$ cat src/hw/rtl/dhka_pkg.sv
// Shared constants for the key agreement block: field widths, status codes, register indexes.
`timescale 1ns / 1ps

package dhka_pkg;

  localparam int KEY_W         = 32;
  localparam int STATUS_W      = 2;
  localparam int CFG_IDX_W     = 2;
  localparam int CFG_DATA_W    = 32;
  localparam int WORD_BITS_DEF = 32;

  localparam logic [STATUS_W-1:0] ST_OK        = 2'd0;
  localparam logic [STATUS_W-1:0] ST_BAD_PARAM = 2'd1;
  localparam logic [STATUS_W-1:0] ST_BAD_PEER  = 2'd2;

  localparam logic [CFG_IDX_W-1:0] REG_PRIME = 2'd0;
  localparam logic [CFG_IDX_W-1:0] REG_GEN   = 2'd1;
  localparam logic [CFG_IDX_W-1:0] REG_EXP   = 2'd2;

endpackage

$ cat src/hw/rtl/dhka_if.sv
// Valid/ready channel interfaces for the peer key words and the result words.
`timescale 1ns / 1ps

interface dhka_req_if;
  import dhka_pkg::*;
  logic             valid;
  logic             ready;
  logic [KEY_W-1:0] peer_key;
  modport source (output valid, output peer_key, input ready);
  modport sink   (input valid, input peer_key, output ready);
endinterface

interface dhka_rsp_if;
  import dhka_pkg::*;
  logic                valid;
  logic                ready;
  logic [STATUS_W-1:0] status;
  logic [KEY_W-1:0]    own_public;
  logic [KEY_W-1:0]    shared_key;
  modport source (output valid, output status, output own_public, output shared_key,
                  input ready);
  modport sink   (input valid, input status, input own_public, input shared_key,
                  output ready);
endinterface

$ cat src/hw/rtl/dhka_mulmod.sv
// Bit-serial interleaved modular multiplier: one multiplier bit per cycle, MSB first.
`timescale 1ns / 1ps

module dhka_mulmod #(
  parameter int WORD_BITS = dhka_pkg::WORD_BITS_DEF
) (
  input  logic                 clk,
  input  logic                 rst,
  input  logic                 start,
  input  logic [WORD_BITS-1:0] a,
  input  logic [WORD_BITS-1:0] b,
  input  logic [WORD_BITS-1:0] modulus,
  output logic [WORD_BITS-1:0] result,
  output logic                 done
);
  import dhka_pkg::*;

  localparam int IDX_W = $clog2(WORD_BITS);

  logic                 busy;
  logic [IDX_W-1:0]     idx;
  logic [WORD_BITS-1:0] a_q;
  logic [WORD_BITS-1:0] b_q;
  logic [WORD_BITS-1:0] m_q;
  logic [WORD_BITS-1:0] r;

  logic [WORD_BITS:0]   dbl;
  logic [WORD_BITS:0]   red;
  logic [WORD_BITS:0]   sum;
  logic [WORD_BITS:0]   m_ext;
  logic [WORD_BITS-1:0] addend;
  logic [WORD_BITS-1:0] r_next;

  // With r below m, doubling stays below 2m and one subtraction brings it back;
  // adding an operand below m needs at most one more.
  always_comb begin
    m_ext  = {1'b0, m_q};
    dbl    = {r, 1'b0};
    red    = (dbl >= m_ext) ? dbl - m_ext : dbl;
    addend = b_q[WORD_BITS-1] ? a_q : '0;
    sum    = red + {1'b0, addend};
    r_next = (sum >= m_ext) ? WORD_BITS'(sum - m_ext) : WORD_BITS'(sum);
  end

  always_ff @(posedge clk) begin
    if (rst) begin
      busy <= 1'b0;
      done <= 1'b0;
    end else begin
      done <= busy && !start && (idx == '0);
      if (start) begin
        busy <= 1'b1;
        idx  <= IDX_W'(WORD_BITS - 1);
        a_q  <= a;
        b_q  <= b;
        m_q  <= modulus;
        r    <= '0;
      end else if (busy) begin
        r   <= r_next;
        b_q <= b_q << 1;
        if (idx == '0) begin
          busy <= 1'b0;
        end else begin
          idx <= idx - 1'b1;
        end
      end
    end
  end

  assign result = r;

`ifndef SYNTHESIS
  a_done_follows_busy: assert property (@(posedge clk) disable iff (rst)
    done |-> $past(busy))
    else $error("product flagged without a multiplication in progress");
  a_start_when_free: assert property (@(posedge clk) disable iff (rst)
    start |-> !busy)
    else $error("multiplication started while the previous one runs");
  a_partial_reduced: assert property (@(posedge clk) disable iff (rst)
    busy |-> (r < m_q))
    else $error("partial product not reduced below the modulus");
`endif

endmodule

$ cat src/hw/rtl/diffie_hellman_key_agreement.sv
// Top level of the key agreement block: configuration, sequencer and result register.
//
// Usage: software writes the prime, the generator and the private key through the
// write port (cfg_write, cfg_index, cfg_data) while the block is idle. Each peer key
// word taken on req gives one result word on rsp: status, own public key and shared
// secret. Invalid parameters give status 1 at once, with both keys zero; a peer key
// of zero or not below the prime gives status 2, a valid public key and a zero secret.
// Both keys come from right-to-left square-and-multiply, and every product goes
// through one shared bit-serial modular multiplier. req.ready is high only while
// the sequencer is idle, so one word is in work at a time. The result sits in an
// output register; if the receiver stalls, the next word may still be taken and
// worked on, and its result waits until rsp is free. Synchronous reset clears the
// configuration registers to zero, empties the output register and leaves the
// block idle.
`timescale 1ns / 1ps

module diffie_hellman_key_agreement #(
  parameter int WORD_BITS = dhka_pkg::WORD_BITS_DEF
) (
  input  logic                           clk,
  input  logic                           rst,
  input  logic                           cfg_write,
  input  logic [dhka_pkg::CFG_IDX_W-1:0] cfg_index,
  input  logic [dhka_pkg::CFG_DATA_W-1:0] cfg_data,
  dhka_req_if.sink                       req,
  dhka_rsp_if.source                     rsp
);
  import dhka_pkg::*;

  localparam int BIT_W = $clog2(WORD_BITS);
  localparam logic [BIT_W-1:0]     LAST_BIT = BIT_W'(WORD_BITS - 1);
  localparam logic [WORD_BITS-1:0] W_ONE    = WORD_BITS'(1);
  localparam logic [WORD_BITS-1:0] W_TWO    = WORD_BITS'(2);
  localparam logic [WORD_BITS-1:0] W_THREE  = WORD_BITS'(3);

  typedef enum logic [2:0] {
    S_IDLE,
    S_STEP,
    S_WAIT_ACC,
    S_WAIT_SQ,
    S_PHASE_END,
    S_DONE
  } state_t;

  state_t state;

  logic [WORD_BITS-1:0] prime_modulus;
  logic [WORD_BITS-1:0] generator;
  logic [WORD_BITS-1:0] secret_exponent;

  logic [WORD_BITS-1:0] peer_w;
  logic                 phase;
  logic [WORD_BITS-1:0] acc;
  logic [WORD_BITS-1:0] sq;
  logic [BIT_W-1:0]     bit_idx;
  logic [STATUS_W-1:0]  status_q;
  logic [WORD_BITS-1:0] pub_q;
  logic [WORD_BITS-1:0] shared_q;

  logic                 out_valid;
  logic [STATUS_W-1:0]  out_status;
  logic [KEY_W-1:0]     out_pub;
  logic [KEY_W-1:0]     out_shared;

  logic                 mm_start;
  logic [WORD_BITS-1:0] mm_a;
  logic [WORD_BITS-1:0] mm_b;
  logic [WORD_BITS-1:0] mm_result;
  logic                 mm_done;

  logic params_ok;
  logic peer_ok;
  logic last_bit;

  always_ff @(posedge clk) begin
    if (rst) begin
      prime_modulus   <= '0;
      generator       <= '0;
      secret_exponent <= '0;
    end else if (cfg_write) begin
      case (cfg_index)
        REG_PRIME: prime_modulus   <= cfg_data[WORD_BITS-1:0];
        REG_GEN:   generator       <= cfg_data[WORD_BITS-1:0];
        REG_EXP:   secret_exponent <= cfg_data[WORD_BITS-1:0];
        default:   ;
      endcase
    end
  end

  assign params_ok = (prime_modulus >= W_THREE) && (generator >= W_TWO) &&
                     (generator < prime_modulus);
  assign peer_ok   = (peer_w != '0) && (peer_w < prime_modulus);
  assign last_bit  = (bit_idx == LAST_BIT);

  dhka_mulmod #(
    .WORD_BITS (WORD_BITS)
  ) u_mulmod (
    .clk     (clk),
    .rst     (rst),
    .start   (mm_start),
    .a       (mm_a),
    .b       (mm_b),
    .modulus (prime_modulus),
    .result  (mm_result),
    .done    (mm_done)
  );

  always_ff @(posedge clk) begin
    if (rst) begin
      state     <= S_IDLE;
      mm_start  <= 1'b0;
      out_valid <= 1'b0;
    end else begin
      // A product is started for a set bit, or for the square that follows any bit
      // but the last.
      mm_start <= ((state == S_STEP) && (secret_exponent[bit_idx] || !last_bit)) ||
                  ((state == S_WAIT_ACC) && mm_done && !last_bit);
      // Hand over once the output register is empty or being emptied.
      if ((state == S_DONE) && (!out_valid || rsp.ready)) begin
        out_valid <= 1'b1;
      end else if (out_valid && rsp.ready) begin
        out_valid <= 1'b0;
      end
      case (state)
        S_IDLE: begin
          if (req.valid) begin
            peer_w <= req.peer_key[WORD_BITS-1:0];
            if (!params_ok) begin
              status_q <= ST_BAD_PARAM;
              pub_q    <= '0;
              shared_q <= '0;
              state    <= S_DONE;
            end else begin
              phase   <= 1'b0;
              acc     <= W_ONE;
              sq      <= generator;
              bit_idx <= '0;
              state   <= S_STEP;
            end
          end
        end
        S_STEP: begin
          if (secret_exponent[bit_idx]) begin
            mm_a  <= acc;
            mm_b  <= sq;
            state <= S_WAIT_ACC;
          end else if (last_bit) begin
            state <= S_PHASE_END;
          end else begin
            mm_a  <= sq;
            mm_b  <= sq;
            state <= S_WAIT_SQ;
          end
        end
        S_WAIT_ACC: begin
          if (mm_done) begin
            acc <= mm_result;
            if (last_bit) begin
              state <= S_PHASE_END;
            end else begin
              mm_a  <= sq;
              mm_b  <= sq;
              state <= S_WAIT_SQ;
            end
          end
        end
        S_WAIT_SQ: begin
          if (mm_done) begin
            sq      <= mm_result;
            bit_idx <= bit_idx + 1'b1;
            state   <= S_STEP;
          end
        end
        S_PHASE_END: begin
          if (!phase) begin
            pub_q <= acc;
            if (peer_ok) begin
              phase   <= 1'b1;
              acc     <= W_ONE;
              sq      <= peer_w;
              bit_idx <= '0;
              state   <= S_STEP;
            end else begin
              status_q <= ST_BAD_PEER;
              shared_q <= '0;
              state    <= S_DONE;
            end
          end else begin
            status_q <= ST_OK;
            shared_q <= acc;
            state    <= S_DONE;
          end
        end
        S_DONE: begin
          if (!out_valid || rsp.ready) begin
            out_status <= status_q;
            out_pub    <= KEY_W'(pub_q);
            out_shared <= KEY_W'(shared_q);
            state      <= S_IDLE;
          end
        end
        default: state <= S_IDLE;
      endcase
    end
  end

  assign req.ready      = (state == S_IDLE);
  assign rsp.valid      = out_valid;
  assign rsp.status     = out_status;
  assign rsp.own_public = out_pub;
  assign rsp.shared_key = out_shared;

`ifndef SYNTHESIS
  a_bad_param_zero: assert property (@(posedge clk) disable iff (rst)
    (out_valid && (out_status == ST_BAD_PARAM)) |-> ((out_pub == '0) && (out_shared == '0)))
    else $error("invalid parameters must give zero keys");
  a_secret_only_ok: assert property (@(posedge clk) disable iff (rst)
    (out_valid && (out_status != ST_OK)) |-> (out_shared == '0))
    else $error("shared secret must be zero unless the status is ok");
  a_product_awaited: assert property (@(posedge clk) disable iff (rst)
    mm_done |-> ((state == S_WAIT_ACC) || (state == S_WAIT_SQ)))
    else $error("product arrived while the sequencer was not waiting for it");
`endif

endmodule

$ cat src/flat_wrapper.sv
// flat-port wrapper written by rule: the top's interface ports become plain ports
module diffie_hellman_key_agreement_flat import dhka_pkg::*;
#(
  parameter int WORD_BITS = dhka_pkg::WORD_BITS_DEF
)
  (clk, rst, cfg_write, cfg_index, cfg_data, req_valid, req_peer_key, req_ready, rsp_valid, rsp_status, rsp_own_public, rsp_shared_key, rsp_ready);
  dhka_req_if req_i ();
  dhka_rsp_if rsp_i ();
  input  logic clk;
  input  logic rst;
  input  logic cfg_write;
  input  logic [dhka_pkg::CFG_IDX_W-1:0] cfg_index;
  input  logic [dhka_pkg::CFG_DATA_W-1:0] cfg_data;
  input wire logic [$bits(req_i.valid)-1:0] req_valid;
  input wire logic [$bits(req_i.peer_key)-1:0] req_peer_key;
  output wire logic [$bits(req_i.ready)-1:0] req_ready;
  output wire logic [$bits(rsp_i.valid)-1:0] rsp_valid;
  output wire logic [$bits(rsp_i.status)-1:0] rsp_status;
  output wire logic [$bits(rsp_i.own_public)-1:0] rsp_own_public;
  output wire logic [$bits(rsp_i.shared_key)-1:0] rsp_shared_key;
  input wire logic [$bits(rsp_i.ready)-1:0] rsp_ready;
  assign req_i.valid = req_valid;
  assign req_i.peer_key = req_peer_key;
  assign req_ready = req_i.ready;
  assign rsp_valid = rsp_i.valid;
  assign rsp_status = rsp_i.status;
  assign rsp_own_public = rsp_i.own_public;
  assign rsp_shared_key = rsp_i.shared_key;
  assign rsp_i.ready = rsp_ready;
  diffie_hellman_key_agreement #(.WORD_BITS(WORD_BITS)) u_core (.clk(clk), .rst(rst), .cfg_write(cfg_write), .cfg_index(cfg_index), .cfg_data(cfg_data), .req(req_i), .rsp(rsp_i));
endmodule
$ cat config.mk
export PLATFORM = sky130hd
export DESIGN_NAME = diffie_hellman_key_agreement_flat
export DESIGN_NICKNAME = d
export VERILOG_FILES = /design/src/hw/rtl/dhka_pkg.sv /design/src/hw/rtl/dhka_if.sv /design/src/hw/rtl/dhka_mulmod.sv /design/src/hw/rtl/diffie_hellman_key_agreement.sv /design/src/flat_wrapper.sv
export SDC_FILE = /design/constraint.sdc
export NUM_CORES = 1
export LEC_CHECK = 0
export CAP_MARGIN = 20
export CELL_PAD_IN_SITES_DETAIL_PLACEMENT = 1
export CELL_PAD_IN_SITES_GLOBAL_PLACEMENT = 2
export CORE_MARGIN = 1
export CORE_UTILIZATION = 39
export DETAILED_ROUTE_END_ITERATION = 12
export DONT_BUFFER_PORTS = 1
export PLACE_DENSITY_LB_ADDON = 0.1
export SETUP_SLACK_MARGIN = 0.15
export SYNTH_ARGS = -nofsm -noshare
export SYNTH_HDL_FRONTEND = slang
export SYNTH_SLANG_ARGS = --single-unit
$ cat constraint.sdc
create_clock -name clk -period 7.5 [get_ports clk]
set_input_delay 0 -clock clk [delete_from_list [all_inputs] [get_ports clk]]
set_output_delay 0 -clock clk [all_outputs]
set_load 0.01 [all_outputs]
==> results.cfg <==
[clock_network]
clock_path_buffers = 3
cts_buffers = 61
cts_root_buf = clkbuf_16
htree_levels = 2
clk_pin_slew_worst_paths_ps = 60
clock_sinks = 534
clk_latency_ps = 640
cts_tree = built

[drt]
vias = 20430
drt_iter0_markers = 1292
viasPerCell = 5.487
wire_per_inst_um = 24.04
drc = 0
drtAntennaViolNets = 0
wl_um = 89510
dr.pass1.iters = 5

[floorplan]
die_w_um = 267.8
ios = 139
die-area_um2 = 71720
die_h_um = 267.8
initial_core_util = 0.3935
fp.coreArea_um2 = 70030
row_count = 97

[timing]
fin_setup_tns_ps = 0
rsz0062_at_grt = yes
hold_viol_final = 0
finalCritPeriodShare = 0.9400
fin_crit_ps = 7050
slew_viol_final = 0
max_freq_ghz = 0.1419
max-slew-margin-rel = 0.2273
setup_viol = 0
fin_skew_ps = 22.71
worst_pin_slew_ps = 1130

[worst_hold_path]
min_path_cells = 2
hold_class = primary input to register
min_from = rst

[worst_setup_path]
startpoint = u_core.u_mulmod.m_q[30]
crit_top_cell = buf_4
ff2ff_setup_slack_ps = 450
max_stage_delay_ps = 440
setup.worst_path.class = register to register
crit_fanout = 12
cp-start-kind = register
critical_path_arrival_ps = 7430
end_kind = register
required_ps = 7880
slowest_stage = a2111o_1
worstRegToRegCells = 29
rr_startpoint = u_core.u_mulmod.m_q[30]

[yosys]
post_synth.cell_area_avg_um2 = 10.88
yosysSeqAreaShare = 0.5445
yosys_register_bits = 534
ys_warn_count = 0
yosysTopAreaCellShare = 0.4697
async_flop_share = 0
yosysUniqueCellTypes = 83
syn_area_um2 = 27560
syn-num-nets = 2767
synthTopCellsByArea = edfxtp_1 47%, dfxtp_1 7.5%, ha_1 7.3%, nand2_1 5.4%, a21oi_1 4.1%
synth_commonest_cells = 431 x edfxtp_1, 393 x nand2_1, 226 x a21oi_1
synth_edf_count = 431
synth_cells = 2532
synth_flop_cell = edfxtp_1
yosysMostFrequentCell = edfxtp_1
yosysTopAreaCell = edfxtp_1

[final_layout]
finalNetCount = 2966
drive_gt1_frac = 0.1298
num-fill-cells = 7456
synthToLayoutAreaGrowth_pct = 19.82
stdcell_area_um2 = 33020

[place]
gp_congestion = 0.8771
post_dp_cell_area_um2 = 29300
io_buffers = 0
hpwl_um = 66800

[outcome]
status = complete, no violations

[global_route]
overflow = 0
grt_usage = 0.2513
grt_antenna_before_repair = 4
grt_pass1_vias = 21520
grt_pass1_wl_um = 135600
grt_start_max_net_pins = 106

[flow_run]
maxCapViolCount = 0
-- placed cells by master (no fill, tap or decap), types with 30 or more instances in the layout --
cell / instances
buf_4: 126
ha_1: 151
a22oi_1: 34
xnor2_1: 42
o21ai_0: 76
a21oi_1: 219
o21ai_1: 70
nor2_1: 68
mux2_2: 32
mux2_1: 32
and2_1: 71
edfxtp_1: 431
mux2i_1: 33
xor2_1: 36
clkbuf_16: 64
dlygate4sd3_1: 123
dfxtp_1: 102
nand3_1: 52
a21o_1: 60
inv_1: 89
and3_1: 77
nand2_1: 391
nand4_1: 30
-- cell families (layout without fill, tap and decap cells) --
logic type	count (synthesis)	count (layout)	synth area share
XOR/XNOR	81	81	0.02643
buffers and inverters	220	470	0.03078
AND/OR/NAND/NOR	831	831	0.1435
adder cells (fa/ha/maj)	164	164	0.07528
flip-flops	534	534	0.5445
multiplexers	109	109	0.04749
other	0	1	0
AO/OA/AOI/OAI	593	593	0.1320
-- cell type report --
cell class | instances | area, um2 | share of cell area
Clock buffer | 82 | 1717 | 0.05199
Antenna cell | 1 | 2.502 | 0.00007579
Inverter | 99 | 371.6 | 0.01125
Tap cell | 940 | 1176 | 0.03562
Timing Repair Buffer | 257 | 2312 | 0.07003
Multi-Input combinational cell | 1778 | 12040 | 0.3645
Clock inverter | 32 | 396.6 | 0.01201
Sequential cell | 534 | 15010 | 0.4545
-- routing by layer --
layer / part of all wire / wire length [um] / vias to the layer above / track usage
met5: 0 / 0 / - / 0
met4: 0.024 / 2161 / 0 / 0.06456
met3: 0.031 / 2745 / 116 / 0.02951
met2: 0.47 / 42040 / 361 / 0.4139
met1: 0.48 / 42570 / 10270 / 0.3504
li1: - / - / 9686 / -
-- worst max-delay path: cells and delay by family, from the launching register on --
kind            cells  cell delay (ps)
compound gates     13             3130
fa+ha+maj           3             1060
simple gates        6             1010
buf+inv             6              880
flops               1              410
mux                 1              270
-- stage by stage --
| stage | hold WS [ps] | utilization | worst slack (ps) | std cells |
|---|---|---|---|---|
| 2_1_floorplan | 98.87 | - | 328.5 | 2532 |
| 3_3_place_gp | 82.47 | 0.4183 | 259.7 | 3469 |
| 3_5_place_dp | 86.99 | 0.4184 | 26.51 | 3470 |
| 4_1_cts | 8.076 | 0.4668 | 157.0 | 3709 |
| 5_1_grt | 57.39 | 0.4715 | 122.3 | 3722 |
| 6_report | 62.56 | 0.4715 | 450.3 | 3723 |
-- path summary, 6_finish.rpt --
check,end
hold / removal,u_core.u_mulmod.result[0]
setup / recovery,u_core.u_mulmod.result[31]
setup reg to reg,u_core.u_mulmod.result[31]
hold reg to reg,u_core.rsp.shared_key[2]
-- repair_timing --
item,in CTS,in global routing
setup endpoints to repair,32,32
hold buffers,124,1
pin swaps,2,21
resized for setup,1,60
endpoints found under the hold margin,147,6
gates cloned,0,0
setup buffers,1,11
Power is left out: the tool's default activity adds up to more than one toggle a clock period on the data nets, which glitch-free logic cannot reach.
